File: config.mk
export PLATFORM = sky130hd
export DESIGN_NAME = date_command_to_epoch_unit
export DESIGN_NICKNAME = d
export VERILOG_FILES = /design/src/hw/rtl/dce_pkg.sv /design/src/hw/rtl/dce_ctrl.sv /design/src/hw/rtl/dce_datapath.sv /design/src/hw/rtl/date_command_to_epoch_unit.sv
export SDC_FILE = /design/constraint.sdc
export NUM_CORES = 1
export LEC_CHECK = 0
export ABC_AREA = 1
export ABC_CLOCK_PERIOD_IN_PS = 9000
export BUFFER_PORTS_ARGS = -buffer_cell sky130_fd_sc_hd__buf_2
export CAP_MARGIN = 20
export CORE_MARGIN = 10
export CORE_UTILIZATION = 60
export DETAILED_ROUTE_END_ITERATION = 16
export PLACE_DENSITY = 0.82
export SYNTH_ARGS = -nofsm -noshare
export SYNTH_HDL_FRONTEND = slang
export SYNTH_SLANG_ARGS = --single-unit
export TNS_END_PERCENT = 1
File: constraint.sdc
create_clock -name aclk -period 9 [get_ports aclk]
set_input_delay 1.35 -clock aclk [delete_from_list [all_inputs] [get_ports aclk]]
set_output_delay 1.35 -clock aclk [all_outputs]
set_load 0.005 [all_outputs]
File: src/hw/rtl/dce_pkg.sv
package dce_pkg;

    localparam int DEF_MAX_FIELDS = 6;
    localparam int DEF_FIELD_BITS = 31;

    localparam int NUM_FIELDS = 6;
    localparam int CNT_W      = 3;
    localparam int STATUS_W   = 3;
    localparam int EPOCH_W    = 49;
    localparam int YEAR_W     = 8;
    localparam int MONTH_W    = 4;
    localparam int DAYS_W     = 16;
    localparam int DBM_W      = 9;

    localparam int IDX_DAY    = 0;
    localparam int IDX_MONTH  = 1;
    localparam int IDX_YEAR   = 2;
    localparam int IDX_HOUR   = 3;
    localparam int IDX_MINUTE = 4;
    localparam int IDX_SECOND = 5;

    localparam int YEAR_BASE     = 1970;
    localparam int YEAR_SPAN     = 129;
    localparam int MONTH_COUNT   = 12;
    localparam int DAYS_PER_YEAR = 365;

    localparam logic [7:0] CH_UPPER_H = 8'h48;
    localparam logic [7:0] CH_LOWER_H = 8'h68;
    localparam logic [7:0] CH_COMMA   = 8'h2c;
    localparam logic [7:0] CH_SPACE   = 8'h20;
    localparam logic [7:0] CH_PLUS    = 8'h2b;
    localparam logic [7:0] CH_MINUS   = 8'h2d;
    localparam logic [7:0] CH_ZERO    = 8'h30;
    localparam logic [7:0] CH_NINE    = 8'h39;

    typedef enum logic [STATUS_W-1:0] {
        ST_OK         = 3'd0,
        ST_NOT_DATE   = 3'd1,
        ST_FEW_FIELDS = 3'd2,
        ST_YEAR       = 3'd3,
        ST_MONTH      = 3'd4,
        ST_NEG_TIME   = 3'd5,
        ST_END_COMMA  = 3'd6,
        ST_OVERFLOW   = 3'd7
    } status_t;

    typedef enum logic [2:0] {
        PH_LETTER,
        PH_AFTER,
        PH_LEAD,
        PH_DIGITS,
        PH_IGNORE
    } phase_t;

    typedef enum logic [2:0] {
        CTL_PARSE,
        CTL_END,
        CTL_CHECK,
        CTL_HOUR,
        CTL_MINUTE,
        CTL_SECOND,
        CTL_DONE
    } ctl_state_t;

    typedef enum logic [1:0] {
        MAC_HOUR,
        MAC_MINUTE,
        MAC_SECOND
    } mac_sel_t;

    typedef struct packed {
        logic     take;
        logic     finish;
        logic     check;
        logic     mac_en;
        mac_sel_t mac_sel;
        logic     load;
    } dp_cmd_t;

    function automatic logic [DBM_W-1:0] days_before_month(input logic [MONTH_W-1:0] mm);
        logic [DBM_W-1:0] d;
        unique case (mm)
            4'd0:    d = 9'd0;
            4'd1:    d = 9'd31;
            4'd2:    d = 9'd59;
            4'd3:    d = 9'd90;
            4'd4:    d = 9'd120;
            4'd5:    d = 9'd151;
            4'd6:    d = 9'd181;
            4'd7:    d = 9'd212;
            4'd8:    d = 9'd243;
            4'd9:    d = 9'd273;
            4'd10:   d = 9'd304;
            4'd11:   d = 9'd334;
            default: d = 9'd0;
        endcase
        return d;
    endfunction

endpackage

File: src/hw/rtl/dce_ctrl.sv
module dce_ctrl
    import dce_pkg::*;
(
    input  logic    aclk,
    input  logic    aresetn,
    input  logic    s_valid,
    input  logic    s_last_byte,
    output logic    s_ready,
    output logic    m_valid,
    input  logic    m_ready,
    output dp_cmd_t cmd
);

    ctl_state_t state_reg, state_next;
    logic       m_valid_reg, m_valid_next;
    logic       out_free;

    assign out_free = !m_valid_reg || m_ready;
    assign m_valid  = m_valid_reg;

    always_ff @(posedge aclk) begin
        if (!aresetn) begin
            state_reg   <= CTL_PARSE;
            m_valid_reg <= 1'b0;
        end else begin
            state_reg   <= state_next;
            m_valid_reg <= m_valid_next;
        end
    end

    always_comb begin
        state_next = state_reg;
        unique case (state_reg)
            CTL_PARSE: begin
                if (s_valid && s_last_byte) begin
                    state_next = CTL_END;
                end
            end
            CTL_END:    state_next = CTL_CHECK;
            CTL_CHECK:  state_next = CTL_HOUR;
            CTL_HOUR:   state_next = CTL_MINUTE;
            CTL_MINUTE: state_next = CTL_SECOND;
            CTL_SECOND: state_next = CTL_DONE;
            CTL_DONE: begin
                if (out_free) begin
                    state_next = CTL_PARSE;
                end
            end
            default:    state_next = CTL_PARSE;
        endcase
    end

    always_comb begin
        s_ready      = (state_reg == CTL_PARSE);
        cmd.take     = (state_reg == CTL_PARSE) && s_valid;
        cmd.finish   = (state_reg == CTL_END);
        cmd.check    = (state_reg == CTL_CHECK);
        cmd.mac_en   = (state_reg == CTL_HOUR) || (state_reg == CTL_MINUTE)
                       || (state_reg == CTL_SECOND);
        cmd.load     = (state_reg == CTL_DONE) && out_free;
        unique case (state_reg)
            CTL_HOUR:   cmd.mac_sel = MAC_HOUR;
            CTL_MINUTE: cmd.mac_sel = MAC_MINUTE;
            default:    cmd.mac_sel = MAC_SECOND;
        endcase
        m_valid_next = m_valid_reg;
        if (cmd.load) begin
            m_valid_next = 1'b1;
        end else if (m_ready) begin
            m_valid_next = 1'b0;
        end
    end

endmodule

File: src/hw/rtl/dce_datapath.sv
module dce_datapath
    import dce_pkg::*;
#(
    parameter int MAX_FIELDS = DEF_MAX_FIELDS,
    parameter int FIELD_BITS = DEF_FIELD_BITS
) (
    input  logic                      aclk,
    input  logic                      aresetn,
    input  dp_cmd_t                   cmd,
    input  logic [7:0]                text_byte,
    output logic [STATUS_W-1:0]       status,
    output logic signed [EPOCH_W-1:0] epoch_seconds
);

    localparam int FW    = FIELD_BITS + 1;
    localparam int DIG_W = FIELD_BITS + 4;
    localparam int ACC_W = (FIELD_BITS + 19 > EPOCH_W + 1) ? FIELD_BITS + 19 : EPOCH_W + 1;

    localparam logic signed [FW-1:0] YEAR_LO  = FW'(YEAR_BASE);
    localparam logic signed [FW-1:0] YEAR_HI  = FW'(YEAR_BASE + YEAR_SPAN);
    localparam logic signed [FW-1:0] MONTH_LO = FW'(1);
    localparam logic signed [FW-1:0] MONTH_HI = FW'(MONTH_COUNT);

    // parser state
    phase_t                 phase_reg, phase_next;
    logic [CNT_W-1:0]       count_reg, count_next;
    logic [FIELD_BITS-1:0]  digits_reg, digits_next;
    logic                   neg_reg, neg_next;
    status_t                err_reg, err_next;
    logic                   store_en;
    logic signed [FW-1:0]   field_reg [MAX_FIELDS];
    logic signed [FW-1:0]   field_val [NUM_FIELDS];

    // byte decode
    logic                   is_digit;
    logic                   is_comma;
    logic [3:0]             digit_val;
    logic [DIG_W-1:0]       digits_ext;
    logic [DIG_W-1:0]       dig_prod;
    logic                   dig_over;
    logic [FW-1:0]          field_mag;
    logic signed [FW-1:0]   field_new;
    logic [CNT_W-1:0]       count_inc;
    logic [CNT_W-1:0]       max_cnt;

    // end of command arithmetic
    logic                   year_ok;
    logic                   month_ok;
    logic                   time_neg;
    logic [YEAR_W-1:0]      yy;
    logic [MONTH_W-1:0]     mm;
    logic                   day_dec;
    logic [DAYS_W-1:0]      base_days;
    logic signed [ACC_W-1:0] days;
    status_t                check_status;
    logic signed [ACC_W-1:0] acc_reg;
    logic signed [ACC_W-1:0] acc_x24, acc_x60, mac_mul, mac_term, mac_out;
    status_t                status_reg;
    logic                   result_ovf;
    status_t                final_status;
    status_t                out_status_reg;
    logic signed [EPOCH_W-1:0] out_epoch_reg;

    assign is_digit   = (text_byte >= CH_ZERO) && (text_byte <= CH_NINE);
    assign is_comma   = (text_byte == CH_COMMA);
    assign digit_val  = 4'(text_byte - CH_ZERO);
    assign digits_ext = DIG_W'(digits_reg);
    assign dig_prod   = (digits_ext << 3) + (digits_ext << 1) + DIG_W'(digit_val);
    assign dig_over   = |dig_prod[DIG_W-1:FIELD_BITS];
    assign field_mag  = FW'(digits_reg);
    assign field_new  = neg_reg ? $signed(-field_mag) : $signed(field_mag);
    assign count_inc  = count_reg + 1'b1;
    assign max_cnt    = CNT_W'(MAX_FIELDS);

    always_comb begin
        phase_next  = phase_reg;
        count_next  = count_reg;
        digits_next = digits_reg;
        neg_next    = neg_reg;
        err_next    = err_reg;
        store_en    = 1'b0;
        if (cmd.load) begin
            phase_next  = PH_LETTER;
            count_next  = '0;
            digits_next = '0;
            neg_next    = 1'b0;
            err_next    = ST_OK;
        end else if (cmd.finish) begin
            if (phase_reg == PH_LEAD) begin
                err_next   = ST_END_COMMA;
                phase_next = PH_IGNORE;
            end else if (phase_reg == PH_DIGITS) begin
                store_en   = 1'b1;
                count_next = count_inc;
                phase_next = PH_IGNORE;
            end
        end else if (cmd.take) begin
            unique case (phase_reg)
                PH_LETTER: begin
                    if (text_byte == CH_UPPER_H || text_byte == CH_LOWER_H) begin
                        phase_next = PH_AFTER;
                    end else begin
                        err_next   = ST_NOT_DATE;
                        phase_next = PH_IGNORE;
                    end
                end
                PH_AFTER: begin
                    if (is_comma && count_reg < max_cnt) begin
                        digits_next = '0;
                        neg_next    = 1'b0;
                        phase_next  = PH_LEAD;
                    end else begin
                        phase_next = PH_IGNORE;
                    end
                end
                PH_LEAD, PH_DIGITS: begin
                    priority if (phase_reg == PH_LEAD && text_byte == CH_SPACE) begin
                        phase_next = PH_LEAD;
                    end else if (phase_reg == PH_LEAD && text_byte == CH_MINUS) begin
                        neg_next   = 1'b1;
                        phase_next = PH_DIGITS;
                    end else if (phase_reg == PH_LEAD && text_byte == CH_PLUS) begin
                        phase_next = PH_DIGITS;
                    end else if (is_digit) begin
                        if (dig_over) begin
                            err_next   = ST_OVERFLOW;
                            phase_next = PH_IGNORE;
                        end else begin
                            digits_next = dig_prod[FIELD_BITS-1:0];
                            phase_next  = PH_DIGITS;
                        end
                    end else begin
                        store_en    = 1'b1;
                        count_next  = count_inc;
                        digits_next = '0;
                        neg_next    = 1'b0;
                        if (is_comma && count_inc < max_cnt) begin
                            phase_next = PH_LEAD;
                        end else begin
                            phase_next = PH_IGNORE;
                        end
                    end
                end
                default: phase_next = phase_reg;
            endcase
        end
    end

    always_ff @(posedge aclk) begin
        if (!aresetn) begin
            phase_reg  <= PH_LETTER;
            count_reg  <= '0;
            digits_reg <= '0;
            neg_reg    <= 1'b0;
            err_reg    <= ST_OK;
        end else begin
            phase_reg  <= phase_next;
            count_reg  <= count_next;
            digits_reg <= digits_next;
            neg_reg    <= neg_next;
            err_reg    <= err_next;
        end
    end

    always_ff @(posedge aclk) begin
        for (int i = 0; i < MAX_FIELDS; i++) begin
            if (!aresetn || cmd.load) begin
                field_reg[i] <= '0;
            end else if (store_en && count_reg == CNT_W'(i)) begin
                field_reg[i] <= field_new;
            end
        end
    end

    // fields beyond the allowed count read as zero
    for (genvar g = 0; g < NUM_FIELDS; g++) begin : g_field
        if (g < MAX_FIELDS) begin : g_used
            assign field_val[g] = field_reg[g];
        end else begin : g_absent
            assign field_val[g] = '0;
        end
    end

    assign year_ok   = (field_val[IDX_YEAR] >= YEAR_LO) && (field_val[IDX_YEAR] <= YEAR_HI);
    assign month_ok  = (field_val[IDX_MONTH] >= MONTH_LO) && (field_val[IDX_MONTH] <= MONTH_HI);
    assign time_neg  = field_val[IDX_HOUR][FW-1] || field_val[IDX_MINUTE][FW-1]
                       || field_val[IDX_SECOND][FW-1];
    assign yy        = YEAR_W'(field_val[IDX_YEAR][YEAR_W-1:0] - YEAR_W'(YEAR_BASE));
    assign mm        = MONTH_W'(field_val[IDX_MONTH][MONTH_W-1:0] - MONTH_W'(1));
    assign day_dec   = (mm < MONTH_W'(2)) || (2'(yy[1:0] + 2'd2) != 2'd0);
    assign base_days = DAYS_W'(yy) * DAYS_W'(DAYS_PER_YEAR)
                       + DAYS_W'((yy + YEAR_W'(1)) >> 2)
                       + DAYS_W'(days_before_month(mm));
    assign days      = ACC_W'(field_val[IDX_DAY]) + $signed(ACC_W'(base_days))
                       - $signed(ACC_W'(day_dec));

    always_comb begin
        priority if (err_reg != ST_OK) begin
            check_status = err_reg;
        end else if (count_reg < CNT_W'(3)) begin
            check_status = ST_FEW_FIELDS;
        end else if (!year_ok) begin
            check_status = ST_YEAR;
        end else if (!month_ok) begin
            check_status = ST_MONTH;
        end else if (time_neg) begin
            check_status = ST_NEG_TIME;
        end else begin
            check_status = ST_OK;
        end
    end

    // horner steps: days*24 + hour, *60 + minute, *60 + second
    assign acc_x24 = (acc_reg <<< 4) + (acc_reg <<< 3);
    assign acc_x60 = (acc_reg <<< 6) - (acc_reg <<< 2);

    always_comb begin
        unique case (cmd.mac_sel)
            MAC_HOUR: begin
                mac_mul  = acc_x24;
                mac_term = ACC_W'(field_val[IDX_HOUR]);
            end
            MAC_MINUTE: begin
                mac_mul  = acc_x60;
                mac_term = ACC_W'(field_val[IDX_MINUTE]);
            end
            MAC_SECOND: begin
                mac_mul  = acc_x60;
                mac_term = ACC_W'(field_val[IDX_SECOND]);
            end
            default: begin
                mac_mul  = acc_x60;
                mac_term = '0;
            end
        endcase
        mac_out = mac_mul + mac_term;
    end

    always_ff @(posedge aclk) begin
        if (cmd.check) begin
            acc_reg    <= days;
            status_reg <= check_status;
        end else if (cmd.mac_en) begin
            acc_reg <= mac_out;
        end
    end

    assign result_ovf   = !(&acc_reg[ACC_W-1:EPOCH_W-1]) && (|acc_reg[ACC_W-1:EPOCH_W-1]);
    assign final_status = (status_reg == ST_OK && result_ovf) ? ST_OVERFLOW : status_reg;

    always_ff @(posedge aclk) begin
        if (cmd.load) begin
            out_status_reg <= final_status;
            out_epoch_reg  <= (final_status == ST_OK) ? acc_reg[EPOCH_W-1:0] : '0;
        end
    end

    assign status        = out_status_reg;
    assign epoch_seconds = out_epoch_reg;

endmodule

File: src/hw/rtl/date_command_to_epoch_unit.sv
// the result item is registered in the done state, reached after the last byte is accepted
// throughput: one command byte per cycle while a command is parsed
// after the last byte s_ready stays low (longer while the prior result is unread) through the
// end-of-command states end, check, hour, minute, second (shared multiply-add step) and done
// reset: synchronous active-low aresetn clears the parser, fields and output valid
module date_command_to_epoch_unit
    import dce_pkg::*;
#(
    parameter int MAX_FIELDS = DEF_MAX_FIELDS,
    parameter int FIELD_BITS = DEF_FIELD_BITS
) (
    input  logic                      aclk,
    input  logic                      aresetn,
    input  logic                      s_valid,
    output logic                      s_ready,
    input  logic [7:0]                s_text_byte,
    input  logic                      s_last_byte,
    output logic                      m_valid,
    input  logic                      m_ready,
    output logic [STATUS_W-1:0]       m_status,
    output logic signed [EPOCH_W-1:0] m_epoch_seconds
);

    dp_cmd_t cmd;

    dce_ctrl u_ctrl (
        .aclk        (aclk),
        .aresetn     (aresetn),
        .s_valid     (s_valid),
        .s_last_byte (s_last_byte),
        .s_ready     (s_ready),
        .m_valid     (m_valid),
        .m_ready     (m_ready),
        .cmd         (cmd)
    );

    dce_datapath #(
        .MAX_FIELDS (MAX_FIELDS),
        .FIELD_BITS (FIELD_BITS)
    ) u_datapath (
        .aclk          (aclk),
        .aresetn       (aresetn),
        .cmd           (cmd),
        .text_byte     (s_text_byte),
        .status        (m_status),
        .epoch_seconds (m_epoch_seconds)
    );

endmodule

# == Word level (Yosys, flattened, before mapping) ==
# Memories as Yosys holds them, arrays and structs flattened.
# Index checks and enable logic that the tools add are counted.
# totals
reg_bits,150
ram_bits,192
romBits,144
input_bits,13
output_inout_bits,54
elab_cells,247
mem_count,2
# classes
add_sub_neg,16
mul,1
magnitude_cmp,10
n_eq_ne,45
muxes,98
bitwise,8
n_reduce_logical,56
# mem_list
name,depth,width,read_ports,rd_ports_with_merged_regs,wr,line,text
u_datapath.field_reg,6,32,6,0,6,dce_datapath.sv:31,logic signed [FW-1:0] field_reg [MAX_FIELDS];
(name not given),16,9,1,0,0,dce_pkg.sv:82,unique case (mm)
# ops
operator,n
$mux W32,7
$mux W31,6
$mux W50,3
$pmux W50 S3,1
$mux W3,38
$add A50 B50 Y50,2
$pmux W31 S2,1
$sub A50 B2 Y50,1
$sub A50 B50 Y50,1
$mux W1,37
$add A34 B32 Y35,1
$add A35 B4 Y35,1
$add A32 B17 Y33,1
$eq A8 B6 Y1 const B,4
$ge A32 B12 Y1 const B,1
$ge A32 B2 Y1 const B,1
$le A32 B13 Y1 const B,1
$le A32 B5 Y1 const B,1
$neg A31 Y32,1
$pmux W3 S7,1
$logic_and A1 B1 Y1,19
$eq A3 B2 Y1 const B,6
$ne A3 B3 Y1 const B,6
$add A16 B14 Y16,1
41 further kinds,92

# == Logic depth before layout (Yosys ltp) ==
# depth
depth_word,15
ltp_mapped,51
mapped_depth_nobuf,51

# == By module ==
# Synthesis repeated with hierarchy kept, for this count alone.
# hier_totals
hier_cells,4381
hier_area_um2,31143.6
# by_module_without_submodules
mod,n_inst,cells_per_inst,area_each_um2,seq_area_each_um2
dce_datapath,1,4343,30910.9,9719.3
dce_ctrl,1,38,232.7,80.1

# == Worst setup path before layout ==
# Ideal clock, no wire load.
# synth_timing
path_type,register to register
start,memory u_datapath.field_reg[1][1] (netlist name)
end,register u_datapath.acc_reg[27] (data pin)
setup_time_ns,0.256
arrival_time_ns,7.495
required_time_ns,8.744
path_slack_ns,1.249
path_stages_with_launch,51
n_path_buf,0
synth_period_minus_slack_ns,7.751
cell_sequence,edfxtp_1 -> inv_1 -> ha_1 -> inv_1 -> or2_2 -> nand2_1 -> ha_1 -> inv_1 -> nor2_1 -> nand2_1 -> xnor2_1 -> ha_1 -> inv_1 -> fa_1 -> fa_1 -> inv_1 -> fa_1 -> inv_1 -> [15 not listed] -> ha_1 -> nand2_1 -> nor2_1 -> inv_1 -> nor3_1 -> nand2_1 -> nand2_2 -> nand2_1 -> nand2_1 -> inv_2 -> nor2_2 -> inv_1 -> nor2_1 -> nand2_1 -> nor2_2 -> nand3_1 -> nand3_1 -> nand2_1
# synth_lines
element,line,text
"start, declared",dce_datapath.sv:31,
"end signal, assigned",dce_datapath.sv:241,acc_reg <= days;
"end signal, assigned",dce_datapath.sv:244,acc_reg <= mac_out;
"end, declared",dce_datapath.sv:56,logic signed [ACC_W-1:0] acc_reg;

==> flow_summary_export.csv <==
group,metric,value,unit
clock_network,worstSkewPairLatency,0.60,ns
logic_synthesis,ys_top_cells_by_area,"edfxtp_1 29%, ha_1 12%, nand2_1 12%",
clock_network,cts_hold_buf,0,
placement,gp_congestion,1.02,
logic_synthesis,ys_seq_elements,341,
global_route,antenna_found_initial,0,
global_route,busiest_layer,"met2",
global_route,grt_pass1_vias,28400,
cells_and_area,final_nets,4705,
global_route,grt_max_degree,54,
placement,place_area,32100,um2
cells_and_area,diodes,0,
logic_synthesis,synth.most_common_cell,"nand2_1",
floorplanning,io_pins,67,
timing,finalHoldViolCount,0,
timing,fin_crit_sh,93.4,%
critical_path,critPathKind,"flip-flop to flip-flop",
drt,avgRoutedWirePerCell,19.1,um
cells_and_area,drive_above_1_share,5.90,%
timing,layout_min_cycle_time,8.41,ns
cells_and_area,largest_reg_flops,192,
global_route,grtUsageTotal,31.3,%
placement,hpwl,76500,um
clock_network,htree_levels,2,
critical_path,critPathBufInv,9,
logic_synthesis,syn_area,31000,um2
cells_and_area,finish.utilization,65.3,%
job,drv_cap,0,
drt,drc,0,
logic_synthesis,synth_flop_cell,"edfxtp_1",
placement,io_buffer_count,66,
global_route,grt_pass1_wl,152000,um
hold_path,min_path_type,"flip-flop to flip-flop",
hold_path,min-delay-start,"u_ctrl.state_reg[0]",
global_route,gr-usage-met2,54.0,%
clock_network,clock-root-buffer,"clkbuf_16",
drt,vias,29600,
timing,maxSlewViolCount,0,
global_route,use_met3,4.49,%
cells_and_area,n_fill_cell,4647,
logic_synthesis,syn_inst,4300,
cells_and_area,area_growth,8.01,%
cells_and_area,design_area,33500,um2
critical_path,worstPathArrival,8.85,ns
critical_path,slowest_delay,0.53,ns
logic_synthesis,synthArstFlopShare,0,%
logic_synthesis,yosysSeqAreaShare,31.6,%
logic_synthesis,netlist-cell-type-count,61,
logic_synthesis,synth-edff-count,297,
critical_path,cp_top_family,"adder cells",
critical_path,path_max_fanout,9,
critical_path,worst_path_most_repeated_cell,"inv_1",
clock_network,cts_max_path_buffers,3,
drt,viasPerCell,5.83,
critical_path,crit_required,9.44,ns
critical_path,slowest_stage,"fa_1",
floorplanning,die_y,247,um
global_route,overflow,0,
placement,preCtsSetupSlack,0.404,ns
timing,fmax,119,MHz
cells_and_area,multiInputGateArea,18800,um2
logic_synthesis,synth_top_area_share,28.7,%
timing,worst_slew_pin_slew,1.12,ns
timing,finalSetupViolations,0,
drt,ant_nets,0,
critical_path,crit_path_start,"u_datapath.field_reg[1][1]",
critical_path,crit_path_end_kind,"flip-flop",
logic_synthesis,yosysWarnings,0,
critical_path,r2r-start,"u_datapath.field_reg[1][1]",
floorplanning,die_w,247,um
floorplanning,core,51300,um2
global_route,gr-usage-met1,36.9,%
timing,relSlewSlack,25.1,%
floorplanning,start_util,60.5,%
logic_synthesis,synth.avg_cell_area,7.22,um2
drt,routed_wl,96900,um
timing,clock-skew-final,0.0202,ns
clock_network,cts_buffers,39,
clock_network,clk_pin_slew,0.06,ns
timing,fin_ws,0.591,ns
critical_path,startpoint_type,"flip-flop",
status,status,"finished, final reports clean",
floorplanning,dieArea,61200,um2
floorplanning,num_rows,83,
drt,drt_first_iter_violations,2894,
logic_synthesis,syn-num-nets,4643,
logic_synthesis,synth_area_leader_cell,"edfxtp_1",
drt,first_pass_iters,6,
cells_and_area,regArea,9800,um2
clock_network,cts_num_sinks,341,
clock_network,cts_tree,"yes",
logic_synthesis,synthTopCellsByCount,"960 x nand2_1, 619 x nor2_1, 577 x inv_1, 367 x a21oi_1, 297 x edfxtp_1",
critical_path,reg2reg_setup_slack,0.59,ns
## cell families (layout without fill, tap and decap cells)
| family | Yosys count | in the layout | synth area share, % |
|---|---|---|---|
| AND/OR/NAND/NOR | 2004 | 2004 | 27.3 |
| AO/OA/AOI/OAI | 806 | 806 | 14.4 |
| buffers and inverters | 666 | 755 | 8.22 |
| flip-flops | 341 | 341 | 31.6 |
| adder cells (fa/ha/maj) | 330 | 330 | 14.1 |
| XOR/XNOR | 150 | 150 | 4.28 |
| multiplexers | 3 | 3 | 0.0968 |
## final timing paths
path                                          endpoint  cells after the start
worst max-delay path            u_datapath.acc_reg[40]                     45
worst min-delay path               u_ctrl.state_reg[0]                      1
worst max register to register  u_datapath.acc_reg[40]                     45
worst min register to register     u_ctrl.state_reg[0]                      1
## layout by cell type (no fill, tap or decap), types with 44 or more instances in the layout
cell type / n
dfxtp_1: 44
nand4_1: 78
nor3_1: 49
xnor2_1: 64
nand3_1: 183
ha_1: 294
buf_2: 66
xor2_1: 82
a21oi_1: 367
inv_1: 577
edfxtp_1: 297
nand2_1: 957
o21ai_0: 231
nor2_1: 613
## worst reg2reg max path: cells and delay by family (launching register included)
family | cells | cell delay, ns
compound gates | 9 | 1.65
simple gates | 16 | 1.99
buf+inv | 9 | 0.59
xor+xnor | 2 | 0.33
flops | 1 | 0.45
fa+ha+maj | 9 | 3.25
## repair_timing
item                                    4_1_cts  5_1_grt
resized for setup                             0       13
endpoints found under the setup margin        0       36
setup buffers                                 0        1
## per-stage QoR
stage	hold WS (ns)	instances	TNS [ns]
after floorplan	0.442	4300	0
after global placement	0.465	4997	0
after detailed placement	0.473	4997	0
after CTS	0.490	5065	0
after global routing	0.524	5069	-0.00381
final	0.496	5069	0
## per-layer routing
layer | up-vias | part of all wire, %
met5 | - | 0
met4 | 0 | 6.2
met3 | 286 | 7.0
met2 | 1141 | 48
met1 | 13600 | 39
li1 | 14500 | -
## final cells by class
type,count,share of cell area [%]
clock buffer,45,3.11
timing repair buffer,91,1.66
clock inverter,23,0.728
inverter,596,6.68
sequential,341,29.2
tap,680,2.54
multi-input combinational,3293,56.0
Power is not shown: default switching activity piles up to over one toggle a cycle in this logic, so the estimate is an artifact.
